<file path="config.mk">
export PLATFORM = sky130hd
export DESIGN_NAME = postfix_stack_evaluator
export DESIGN_NICKNAME = d
export VERILOG_FILES = /design/src/design/pse_pkg.sv /design/src/design/postfix_stack_evaluator.sv /design/src/design/pse_div.sv /design/src/design/pse_ctrl.sv /design/src/design/pse_dpath.sv
export VERILOG_INCLUDE_DIRS = /design/src /design/src/design
export SDC_FILE = /design/constraint.sdc
export NUM_CORES = 2
export LEC_CHECK = 0
export ABC_AREA = 0
export BUFFER_PORTS_ARGS = -buffer_cell sky130_fd_sc_hd__buf_4
export CORE_AREA = 2 2 382 309
export DETAILED_ROUTE_END_ITERATION = 6
export DIE_AREA = 0 0 384 311
export PLACE_DENSITY_LB_ADDON = 0.08
export SYNTH_ARGS = -nofsm -noshare
export SYNTH_HDL_FRONTEND = slang
export SYNTH_SLANG_ARGS = --single-unit
</file>
<file path="constraint.sdc">
create_clock -name clk -period 7.7 [get_ports clk]
set_input_delay 0.385 -clock clk [delete_from_list [all_inputs] [get_ports clk]]
set_output_delay 0.385 -clock clk [all_outputs]
set_load 0.02 [all_outputs]
</file>
<file path="src/design/postfix_stack_evaluator_assert.svh">
// Assertion macros for the postfix stack evaluator
`ifndef POSTFIX_STACK_EVALUATOR_ASSERT_SVH
`define POSTFIX_STACK_EVALUATOR_ASSERT_SVH

// same-cycle implication, sampled on clk, off during reset
`define PSE_ASSERT_NOW(lbl, ante, cons, msg) \
  lbl: assert property (@(posedge clk) disable iff (!rst_n) (ante) |-> (cons)) else $error(msg);

// next-cycle implication, sampled on clk, off during reset
`define PSE_ASSERT_NEXT(lbl, ante, cons, msg) \
  lbl: assert property (@(posedge clk) disable iff (!rst_n) (ante) |=> (cons)) else $error(msg);

`endif

</file>
<file path="src/design/pse_pkg.sv">
// Shared types and constants for the postfix stack evaluator
`default_nettype none
package pse_pkg;

  localparam int DATA_W          = 32;
  localparam int COUNT_W         = 5;
  localparam int STACK_DEPTH_DEF = 16;
  localparam int DIV_CNT_W       = $clog2(DATA_W + 1);
  localparam int IN_TUSER_W      = 3;
  localparam int OUT_TUSER_W     = 2;
  localparam int OUT_TDATA_W     = ((DATA_W + COUNT_W + 7) / 8) * 8;
  localparam int OUT_PAD_W       = OUT_TDATA_W - DATA_W - COUNT_W;

  typedef enum logic [1:0] {
    OP_ADD = 2'd0,
    OP_SUB = 2'd1,
    OP_MUL = 2'd2,
    OP_DIV = 2'd3
  } pse_op_t;

  typedef enum logic [1:0] {
    ST_OK    = 2'd0,
    ST_UNDER = 2'd1,
    ST_OVER  = 2'd2,
    ST_DIVZ  = 2'd3
  } pse_status_t;

  typedef struct packed {
    logic        accept;
    logic        push;
    logic        rd;
    logic        start_div;
    logic        calc;
    logic        commit;
    logic        load_out;
    pse_status_t status;
  } pse_cmd_t;

  typedef struct packed {
    logic action;
    logic is_div;
    logic full;
    logic under;
    logic divz;
    logic div_done;
  } pse_flag_t;

endpackage
`default_nettype wire

</file>
<file path="src/design/postfix_stack_evaluator.sv">
// An accepted item passes through decode, then for an operator the calculate state
// (or the bit-serial divider for divide) and commit, before the result is loaded and out_tvalid rises.
// One item at a time: in_tready returns the cycle after the result is loaded, so
// the next item waits for the last one to finish; an unaccepted result holds back the next.
// Synchronous active-low reset empties the stack and clears both channels;
// stack memory contents are not cleared.
`default_nettype none
module postfix_stack_evaluator #(
  parameter int STACK_DEPTH = pse_pkg::STACK_DEPTH_DEF
) (
  input  wire logic                            clk,
  input  wire logic                            rst_n,
  input  wire logic                            in_tvalid,
  output logic                                 in_tready,
  // operand[31:0]
  input  wire logic [pse_pkg::DATA_W-1:0]      in_tdata,
  // action[0], operator_code[2:1]
  input  wire logic [pse_pkg::IN_TUSER_W-1:0]  in_tuser,
  output logic                                 out_tvalid,
  input  wire logic                            out_tready,
  // top_value[31:0], stack_count[36:32], zero[39:37]
  output logic [pse_pkg::OUT_TDATA_W-1:0]      out_tdata,
  // status[1:0]
  output logic [pse_pkg::OUT_TUSER_W-1:0]      out_tuser
);
  import pse_pkg::*;

  pse_cmd_t  cmd;
  pse_flag_t flags;

  pse_ctrl u_ctrl (
    .clk        (clk),
    .rst_n      (rst_n),
    .in_tvalid  (in_tvalid),
    .in_tready  (in_tready),
    .out_tready (out_tready),
    .out_tvalid (out_tvalid),
    .flags      (flags),
    .cmd        (cmd)
  );

  pse_dpath #(
    .STACK_DEPTH (STACK_DEPTH)
  ) u_dpath (
    .clk       (clk),
    .rst_n     (rst_n),
    .in_tdata  (in_tdata),
    .in_tuser  (in_tuser),
    .cmd       (cmd),
    .flags     (flags),
    .out_tdata (out_tdata),
    .out_tuser (out_tuser)
  );

`include "postfix_stack_evaluator_assert.svh"

  `PSE_ASSERT_NEXT(a_one_at_a_time, in_tvalid && in_tready, !in_tready, "item taken while busy")
  `PSE_ASSERT_NOW(a_no_push_full, cmd.push, !flags.full, "push onto full stack")
  `PSE_ASSERT_NOW(a_no_pop_short, cmd.commit, !flags.under, "operator on short stack")
  `PSE_ASSERT_NOW(a_no_overwrite, cmd.load_out, !out_tvalid || out_tready, "result overwritten")

endmodule
`default_nettype wire

</file>
<file path="src/design/pse_div.sv">
// Iterative signed divider, one quotient bit per cycle, truncating toward zero
`default_nettype none
module pse_div (
  input  wire logic                       clk,
  input  wire logic                       rst_n,
  input  wire logic                       start,
  input  wire logic [pse_pkg::DATA_W-1:0] num,
  input  wire logic [pse_pkg::DATA_W-1:0] den,
  output logic                            done,
  output logic [pse_pkg::DATA_W-1:0]      quot
);
  import pse_pkg::*;

  logic [DATA_W-1:0]    rem_r;
  logic [DATA_W-1:0]    quo_r;
  logic [DATA_W-1:0]    dmag_r;
  logic                 neg_r;
  logic                 busy_r;
  logic                 done_r;
  logic [DIV_CNT_W-1:0] cnt_r;
  logic [DATA_W:0]      rem_sh;
  logic [DATA_W:0]      diff;

  assign rem_sh = {rem_r, quo_r[DATA_W-1]};
  assign diff   = rem_sh - {1'b0, dmag_r};

  always_ff @(posedge clk) begin
    if (!rst_n) begin
      busy_r <= 1'b0;
      done_r <= 1'b0;
      cnt_r  <= '0;
    end else begin
      done_r <= 1'b0;
      if (start) begin
        busy_r <= 1'b1;
        cnt_r  <= DIV_CNT_W'(DATA_W);
      end else if (busy_r) begin
        cnt_r <= cnt_r - 1'b1;
        if (cnt_r == DIV_CNT_W'(1)) begin
          busy_r <= 1'b0;
          done_r <= 1'b1;
        end
      end
    end
  end

  always_ff @(posedge clk) begin
    if (start) begin
      rem_r  <= '0;
      quo_r  <= num[DATA_W-1] ? (DATA_W'(0) - num) : num;
      dmag_r <= den[DATA_W-1] ? (DATA_W'(0) - den) : den;
      neg_r  <= num[DATA_W-1] ^ den[DATA_W-1];
    end else if (busy_r) begin
      if (!diff[DATA_W]) begin
        rem_r <= diff[DATA_W-1:0];
      end else begin
        rem_r <= rem_sh[DATA_W-1:0];
      end
      quo_r <= {quo_r[DATA_W-2:0], ~diff[DATA_W]};
    end
  end

  assign done = done_r;
  assign quot = neg_r ? (DATA_W'(0) - quo_r) : quo_r;

endmodule
`default_nettype wire

</file>
<file path="src/design/pse_ctrl.sv">
// Sequencing state machine for the postfix stack evaluator
`default_nettype none
module pse_ctrl (
  input  wire logic               clk,
  input  wire logic               rst_n,
  input  wire logic               in_tvalid,
  output logic                    in_tready,
  input  wire logic               out_tready,
  output logic                    out_tvalid,
  input  wire pse_pkg::pse_flag_t flags,
  output pse_pkg::pse_cmd_t       cmd
);
  import pse_pkg::*;

  typedef enum logic [2:0] {
    S_IDLE,
    S_DECODE,
    S_CALC,
    S_DIV,
    S_COMMIT,
    S_RESP
  } state_t;

  state_t      state_r, state_nxt;
  pse_status_t st_r, st_nxt;
  logic        out_tvalid_r, out_tvalid_nxt;
  logic        out_free;

  assign out_free  = !out_tvalid_r || out_tready;
  assign in_tready = (state_r == S_IDLE);

  always_comb begin
    state_nxt      = state_r;
    st_nxt         = st_r;
    out_tvalid_nxt = out_tvalid_r && !out_tready;
    cmd            = '0;
    cmd.status     = st_r;
    unique case (state_r)
      S_IDLE: begin
        if (in_tvalid) begin
          cmd.accept = 1'b1;
          state_nxt  = S_DECODE;
        end
      end
      S_DECODE: begin
        st_nxt    = ST_OK;
        state_nxt = S_RESP;
        if (!flags.action) begin
          if (flags.full) begin
            st_nxt = ST_OVER;
          end else begin
            cmd.push = 1'b1;
          end
        end else if (flags.under) begin
          st_nxt = ST_UNDER;
        end else if (flags.is_div && flags.divz) begin
          st_nxt = ST_DIVZ;
        end else begin
          cmd.rd    = 1'b1;
          state_nxt = S_CALC;
        end
      end
      S_CALC: begin
        if (flags.is_div) begin
          cmd.start_div = 1'b1;
          state_nxt     = S_DIV;
        end else begin
          cmd.calc  = 1'b1;
          state_nxt = S_COMMIT;
        end
      end
      S_DIV: begin
        if (flags.div_done) begin
          state_nxt = S_COMMIT;
        end
      end
      S_COMMIT: begin
        cmd.commit = 1'b1;
        state_nxt  = S_RESP;
      end
      S_RESP: begin
        if (out_free) begin
          cmd.load_out   = 1'b1;
          out_tvalid_nxt = 1'b1;
          state_nxt      = S_IDLE;
        end
      end
      default: state_nxt = S_IDLE;
    endcase
  end

  always_ff @(posedge clk) begin
    if (!rst_n) begin
      state_r      <= S_IDLE;
      st_r         <= ST_OK;
      out_tvalid_r <= 1'b0;
    end else begin
      state_r      <= state_nxt;
      st_r         <= st_nxt;
      out_tvalid_r <= out_tvalid_nxt;
    end
  end

  assign out_tvalid = out_tvalid_r;

endmodule
`default_nettype wire

</file>
<file path="src/design/pse_dpath.sv">
// Stack memory, top-of-stack register, arithmetic and result register
`default_nettype none
module pse_dpath #(
  parameter int STACK_DEPTH = pse_pkg::STACK_DEPTH_DEF
) (
  input  wire logic                            clk,
  input  wire logic                            rst_n,
  input  wire logic [pse_pkg::DATA_W-1:0]      in_tdata,
  input  wire logic [pse_pkg::IN_TUSER_W-1:0]  in_tuser,
  input  wire pse_pkg::pse_cmd_t               cmd,
  output pse_pkg::pse_flag_t                   flags,
  output logic [pse_pkg::OUT_TDATA_W-1:0]      out_tdata,
  output logic [pse_pkg::OUT_TUSER_W-1:0]      out_tuser
);
  import pse_pkg::*;

  localparam int SP_W  = $clog2(STACK_DEPTH + 1);
  localparam int IDX_W = $clog2(STACK_DEPTH);

  // entries below the top; the top itself lives in top_r
  logic [DATA_W-1:0]      mem [STACK_DEPTH];
  logic [DATA_W-1:0]      rd_data_r;
  logic [DATA_W-1:0]      top_r;
  logic [DATA_W-1:0]      opd_r;
  logic [DATA_W-1:0]      res_r;
  logic [DATA_W-1:0]      alu;
  logic [DATA_W-1:0]      result;
  logic [DATA_W-1:0]      quot;
  logic                   act_r;
  pse_op_t                op_r;
  logic [SP_W-1:0]        sp_r;
  logic [SP_W-1:0]        sp_m1;
  logic [SP_W-1:0]        sp_m2;
  logic                   div_done;
  logic [OUT_TDATA_W-1:0] out_tdata_r;
  logic [OUT_TUSER_W-1:0] out_tuser_r;
  logic [DATA_W-1:0]      top_view;

  assign sp_m1 = sp_r - SP_W'(1);
  assign sp_m2 = sp_r - SP_W'(2);

  always_ff @(posedge clk) begin
    if (cmd.accept) begin
      act_r <= in_tuser[0];
      op_r  <= pse_op_t'(in_tuser[2:1]);
      opd_r <= in_tdata;
    end
  end

  always_ff @(posedge clk) begin
    if (cmd.push && sp_r != '0) begin
      mem[sp_m1[IDX_W-1:0]] <= top_r;
    end
    if (cmd.rd) begin
      rd_data_r <= mem[sp_m2[IDX_W-1:0]];
    end
  end

  always_comb begin
    case (op_r)
      OP_ADD:  alu = rd_data_r + top_r;
      OP_SUB:  alu = rd_data_r - top_r;
      OP_MUL:  alu = DATA_W'(rd_data_r * top_r);
      default: alu = rd_data_r + top_r;
    endcase
  end

  always_ff @(posedge clk) begin
    if (cmd.calc) begin
      res_r <= alu;
    end
  end

  pse_div u_div (
    .clk   (clk),
    .rst_n (rst_n),
    .start (cmd.start_div),
    .num   (rd_data_r),
    .den   (top_r),
    .done  (div_done),
    .quot  (quot)
  );

  assign result = (op_r == OP_DIV) ? quot : res_r;

  always_ff @(posedge clk) begin
    if (!rst_n) begin
      sp_r <= '0;
    end else if (cmd.push) begin
      sp_r <= sp_r + SP_W'(1);
    end else if (cmd.commit) begin
      sp_r <= sp_m1;
    end
  end

  always_ff @(posedge clk) begin
    if (cmd.push) begin
      top_r <= opd_r;
    end else if (cmd.commit) begin
      top_r <= result;
    end
  end

  assign top_view = (sp_r == '0) ? '0 : top_r;

  always_ff @(posedge clk) begin
    if (cmd.load_out) begin
      out_tdata_r <= {{OUT_PAD_W{1'b0}}, COUNT_W'(sp_r), top_view};
      out_tuser_r <= cmd.status;
    end
  end

  assign flags.action   = act_r;
  assign flags.is_div   = (op_r == OP_DIV);
  assign flags.full     = (sp_r == SP_W'(STACK_DEPTH));
  assign flags.under    = (sp_r < SP_W'(2));
  assign flags.divz     = (top_r == '0);
  assign flags.div_done = div_done;

  assign out_tdata = out_tdata_r;
  assign out_tuser = out_tuser_r;

endmodule
`default_nettype wire
</file>
==> impl_table.tex <==
\begin{tabular}{lr}
\hline
Metric & Value \\
\hline
\multicolumn{2}{l}{\textbf{Run status}} \\
Outcome & complete, no violations \\
\multicolumn{2}{l}{\textbf{Min path}} \\
Worst min-delay path category & in2reg \\
Origin of the worst min-delay path & in\_tvalid \\
Number of cells on the worst hold path & 4 \\
Min-Delay Endpoint & u\_ctrl.state\_r[2] \\
\multicolumn{2}{l}{\textbf{Worst setup path}} \\
Largest fanout of any net on the critical path & 4 \\
Setup slack, reg-to-reg & 0.23 ns \\
Library cell contributing the largest single delay on the critical path & fa\_1 \\
CP Launch Type & flop \\
Crit path max-delay family & adder cells \\
Worst path most repeated cell & fa\_1 \\
Depth of the worst register-to-register path & 24 \\
Critical path buffer and inverter count & 4 \\
Max stage delay on crit path & 0.56 ns \\
Reg-to-Reg End & u\_dpath.res\_r[31] \\
Signal arrival time at the worst endpoint & 7.93 ns \\
Reg2reg start & u\_dpath.top\_r[2] \\
Endpoint type of the worst setup path & flop \\
Req. time, crit path & 8.15 ns \\
Startpoint of the most critical setup path & u\_dpath.top\_r[2] \\
Critical path cell sequence & buf\_4, clkbuf\_16, and2\_1, fa\_1, inv\_1, fa\_1, fa\_1, fa\_1, inv\_1, fa\_1, fa\_1, fa\_1, fa\_1, ha\_1, a21o\_1, a21o\_1, a2111oi\_1, o211ai\_1, a31oi\_2, nor2b\_1, o21a\_1, o41ai\_2, xnor2\_1, o211ai\_1 \\
Crit Path Class & reg2reg \\
\multicolumn{2}{l}{\textbf{Finish}} \\
Share of cells above drive strength 1 & 14.63\% \\
Area growth from synthesis to layout & 13.20\% \\
Fill count & 10.18k \\
Nets@finish & 4988 \\
\multicolumn{2}{l}{\textbf{Floorplanning}} \\
Effective utilization at floorplan & 44.70\% \\
Number of placement rows & 112 \\
Placeable core area & 115600 um2 \\
Chip Width & 384 um \\
Height of the die & 311 um \\
I/O pin cnt & 83 \\
Total Die Area & 119400 um2 \\
\multicolumn{2}{l}{\textbf{Clocking}} \\
Worst-path clk slew & 0.07 ns \\
Total number of H-tree levels & 3 \\
TritonCTS clock tree & done \\
Number of buffers created by CTS & 86 \\
Cell at the root of the clock tree & clkbuf\_16 \\
Worst-Skew Late Latency & 0.72 ns \\
Largest buffer count on any clock path & 3 \\
Number of sinks on the clock net & 798 \\
\multicolumn{2}{l}{\textbf{Placed design}} \\
DPL Wire Length & 105200 um \\
IO buf count & 79 \\
GP Congestion & 0.9023 \\
Dpl ws & 0.1668 ns \\
\multicolumn{2}{l}{\textbf{GRT}} \\
Number of global-route vias before repair & 33.20k \\
Global-route wire length before repair & 228600 um \\
Largest net degree at the start of global routing & 91 \\
All-Layer GR Usage & 26.33\% \\
Initial antenna violation count & 17 \\
Sum of overflow across all layers after global routing & 0 \\
\multicolumn{2}{l}{\textbf{STA}} \\
Relative slew slack & 14.95\% \\
Time the final worst path needs with I/O delays and setup & 7.474 ns \\
Final Slew Violations & 0 \\
Hold violation count in the final report & 0 \\
Transition at the pin with the smallest max-transition slack & 1.262 ns \\
Final number of setup-violating endpoints & 0 \\
Minimum setup slack in the final design & 0.2258 ns \\
RSZ-0062 raised after global routing & true \\
Final Cycle Share & 97.07\% \\
Worst setup skew after layout & 0.04245 ns \\
Highest attainable clock frequency & 133.8 MHz \\
\multicolumn{2}{l}{\textbf{Drt}} \\
Remaining routing DRC violations & 0 \\
Detail-routed via count per cell & 5.575 \\
Post-Route WL & 155900 um \\
Count of nets left with antenna violations after detail routing & 0 \\
Final routed wire length divided by cell count & 26.20 um \\
Drt initial violations & 3504 \\
DRT Pass-1 Iters & 6 \\
DR vias & 33.18k \\
\multicolumn{2}{l}{\textbf{Synth}} \\
Warnings from Yosys & 0 \\
Gate Count Post-Synth & 4177 \\
Per-instance average area after synthesis & 12.37 um2 \\
Synth async-reset ratio & 0\% \\
Number of enable-type register cells in the synthesized netlist & 747 \\
Post-synthesis sequential area ratio & 45.38\% \\
Register bit count reported by yosys & 798 \\
Top-area cell type share of the netlist area & 43.41\% \\
Number of unique standard cell types used by synthesis & 74 \\
Post-Syn Area & 51670 um2 \\
Cell type with the highest aggregate area in the netlist & edfxtp\_1 \\
Top post-synthesis cells by area & edfxtp\_1 43\%, fa\_1 16\%, mux4\_2 7.0\%, ha\_1 4.8\%, and2\_1 4.0\% \\
Commonest register cell after synthesis & edfxtp\_1 \\
\multicolumn{2}{l}{\textbf{Run}} \\
Max-cap violation count & 0 \\
\hline
\end{tabular}
## layout make-up
cell class / count / area (um2) / area share, %
Antenna cell: 3 / 7.507 / 0.01283
Clock buffer: 112 / 2280 / 3.897
Clock inverter: 46 / 556.8 / 0.9519
Inverter: 447 / 1678 / 2.868
Multi-Input combinational cell: 2690 / 25840 / 44.18
Sequential cell: 798 / 23460 / 40.11
Tap cell: 1539 / 1926 / 3.292
Timing Repair Buffer: 316 / 2745 / 4.693
## worst max-delay path by stage
stage                   endpoint  slack, ns  cells after the start
6_report       u_dpath.res_r[31]       0.23                     24
5_1_grt        u_dpath.res_r[30]      -0.07                     27
4_1_cts        u_dpath.res_r[30]       0.16                     26
3_5_place_dp   u_dpath.res_r[31]       0.17                     22
3_3_place_gp   u_dpath.res_r[31]       0.22                     22
2_1_floorplan  u_dpath.res_r[31]       0.05                     25
## state kept, by name (all words and copies together) (netlist names)
register and flops:
u_ctrl.out_tvalid 1, u_dpath.rd_data_r 32, u_dpath.opd_r 32, u_dpath.u_div.cnt_r 6
u_dpath.mem 512, u_dpath.res_r 32, u_dpath.out_tuser 2, u_dpath.u_div.done 1
u_dpath.u_div.busy_r 1, u_dpath.u_div.neg_r 1, u_dpath.out_tdata 37, u_dpath.u_div.rem_r 32
u_dpath.op_r 2, u_dpath.sp_r 5, u_dpath.u_div.dmag_r 32, u_ctrl.state_r 3
u_dpath.act_r 1, u_dpath.u_div.quo_r 32, u_dpath.top_r 32, u_ctrl.st_r 2
## layer usage
| metal | track usage, % | part of all wire, % |
|---|---|---|
| met5 | 0 | 0.015 |
| met1 | 40.33 | 46 |
| met2 | 37.68 | 42 |
| met4 | 6.881 | 2.7 |
| met3 | 5.778 | 8.8 |
## tightest hold or removal path, delay by kind of cell
kind | cells | cell delay, ns
and+or+nand+nor | 2 | 0.21
buffers and inverters | 1 | 0.12
AOI/OAI and AO/OA | 1 | 0.07
## synth_stat cells (4+ instances only)
cell        n
edfxtp_1  747
inv_1     446
fa_1      410
nand2_1   408
and2_1    329
clkbuf_1  222
ha_1      200
o21ai_0   172
mux4_2    160
a21oi_1   157
xnor2_1   137
nor2_1    133
xor2_1    127
dfxtp_1    51
nor2b_1    41
o31ai_1    36
nor3_1     33
a21o_1     30
nand2b_1   26
or3_1      22
nand3_1    20
a31oi_1    18
buf_1      17
a211oi_1   16
o211ai_1   15
nand4_1    14
mux2i_1    13
o21a_1     12
o41ai_1    12
or2_2      12
nor4_1     11
or4_1      11
and3_1      9
o21bai_1    9
o21ai_1     8
o22ai_1     8
a211o_1     7
nand3b_1    7
a21boi_0    6
o31a_1      4
## through the flow
stage / util [%] / hold WS [ns] / TNS, ns / area (um2) / std cells
6_report: 50.60 / 0.1391 / 0 / 58490 / 5951
4_1_cts: 50.35 / 0.07655 / 0 / 58210 / 5934
2_1_floorplan: - / 0.4064 / 0 / 51680 / 4179
5_1_grt: 50.59 / 0.1271 / -0.08063 / 58490 / 5948
3_3_place_gp: 47.58 / 0.4201 / 0 / 55010 / 5739
3_5_place_dp: 47.58 / 0.4262 / 0 / 55010 / 5739
## kinds of logic after synthesis
group           count (synthesis)  share of synthesized area [%]
flops                         798                          45.38
xor+xnor                      264                          4.475
other cells                     1                       0.007257
fa+ha+maj                     610                          20.73
buf+inv                       691                          5.046
compound gates                544                          6.438
mux                           174                          7.247
simple gates                 1095                          10.68
## cells in the final DEF (no fill, tap or decap), drive strengths merged, types with 14 or more instances in the layout
| cell | n |
|---|---|
| clkinv | 29 |
| nand2b | 27 |
| dlygate4sd3 | 37 |
| o41ai | 15 |
| o31ai | 37 |
| inv | 452 |
| xnor2 | 137 |
| a21o | 30 |
| xor2 | 127 |
| or3 | 24 |
| and2 | 330 |
| ha | 200 |
| buf | 277 |
| nand4 | 14 |
| a21oi | 157 |
| mux4 | 160 |
| or4 | 14 |
| dfxtp | 51 |
| clkbuf | 114 |
| edfxtp | 747 |
| nand2 | 408 |
| o21ai | 180 |
| o211ai | 15 |
| nand3 | 20 |
| nor3 | 33 |
| nor2 | 133 |
| a211oi | 16 |
| nor2b | 41 |
| a31oi | 18 |
| fa | 410 |
## repair_timing
| action | 4_1_cts | 5_1_grt |
|---|---|---|
| resized for setup | 0 | 32 |
| setup buffers | 0 | 14 |
| hold buffers | 37 | 0 |
| endpoints found under the setup margin | 0 | 4 |
| endpoints found under the hold margin | 48 | 0 |
Power is left out: the tool's default activity adds up to more than one toggle a clock period on the data nets, which glitch-free logic cannot reach.
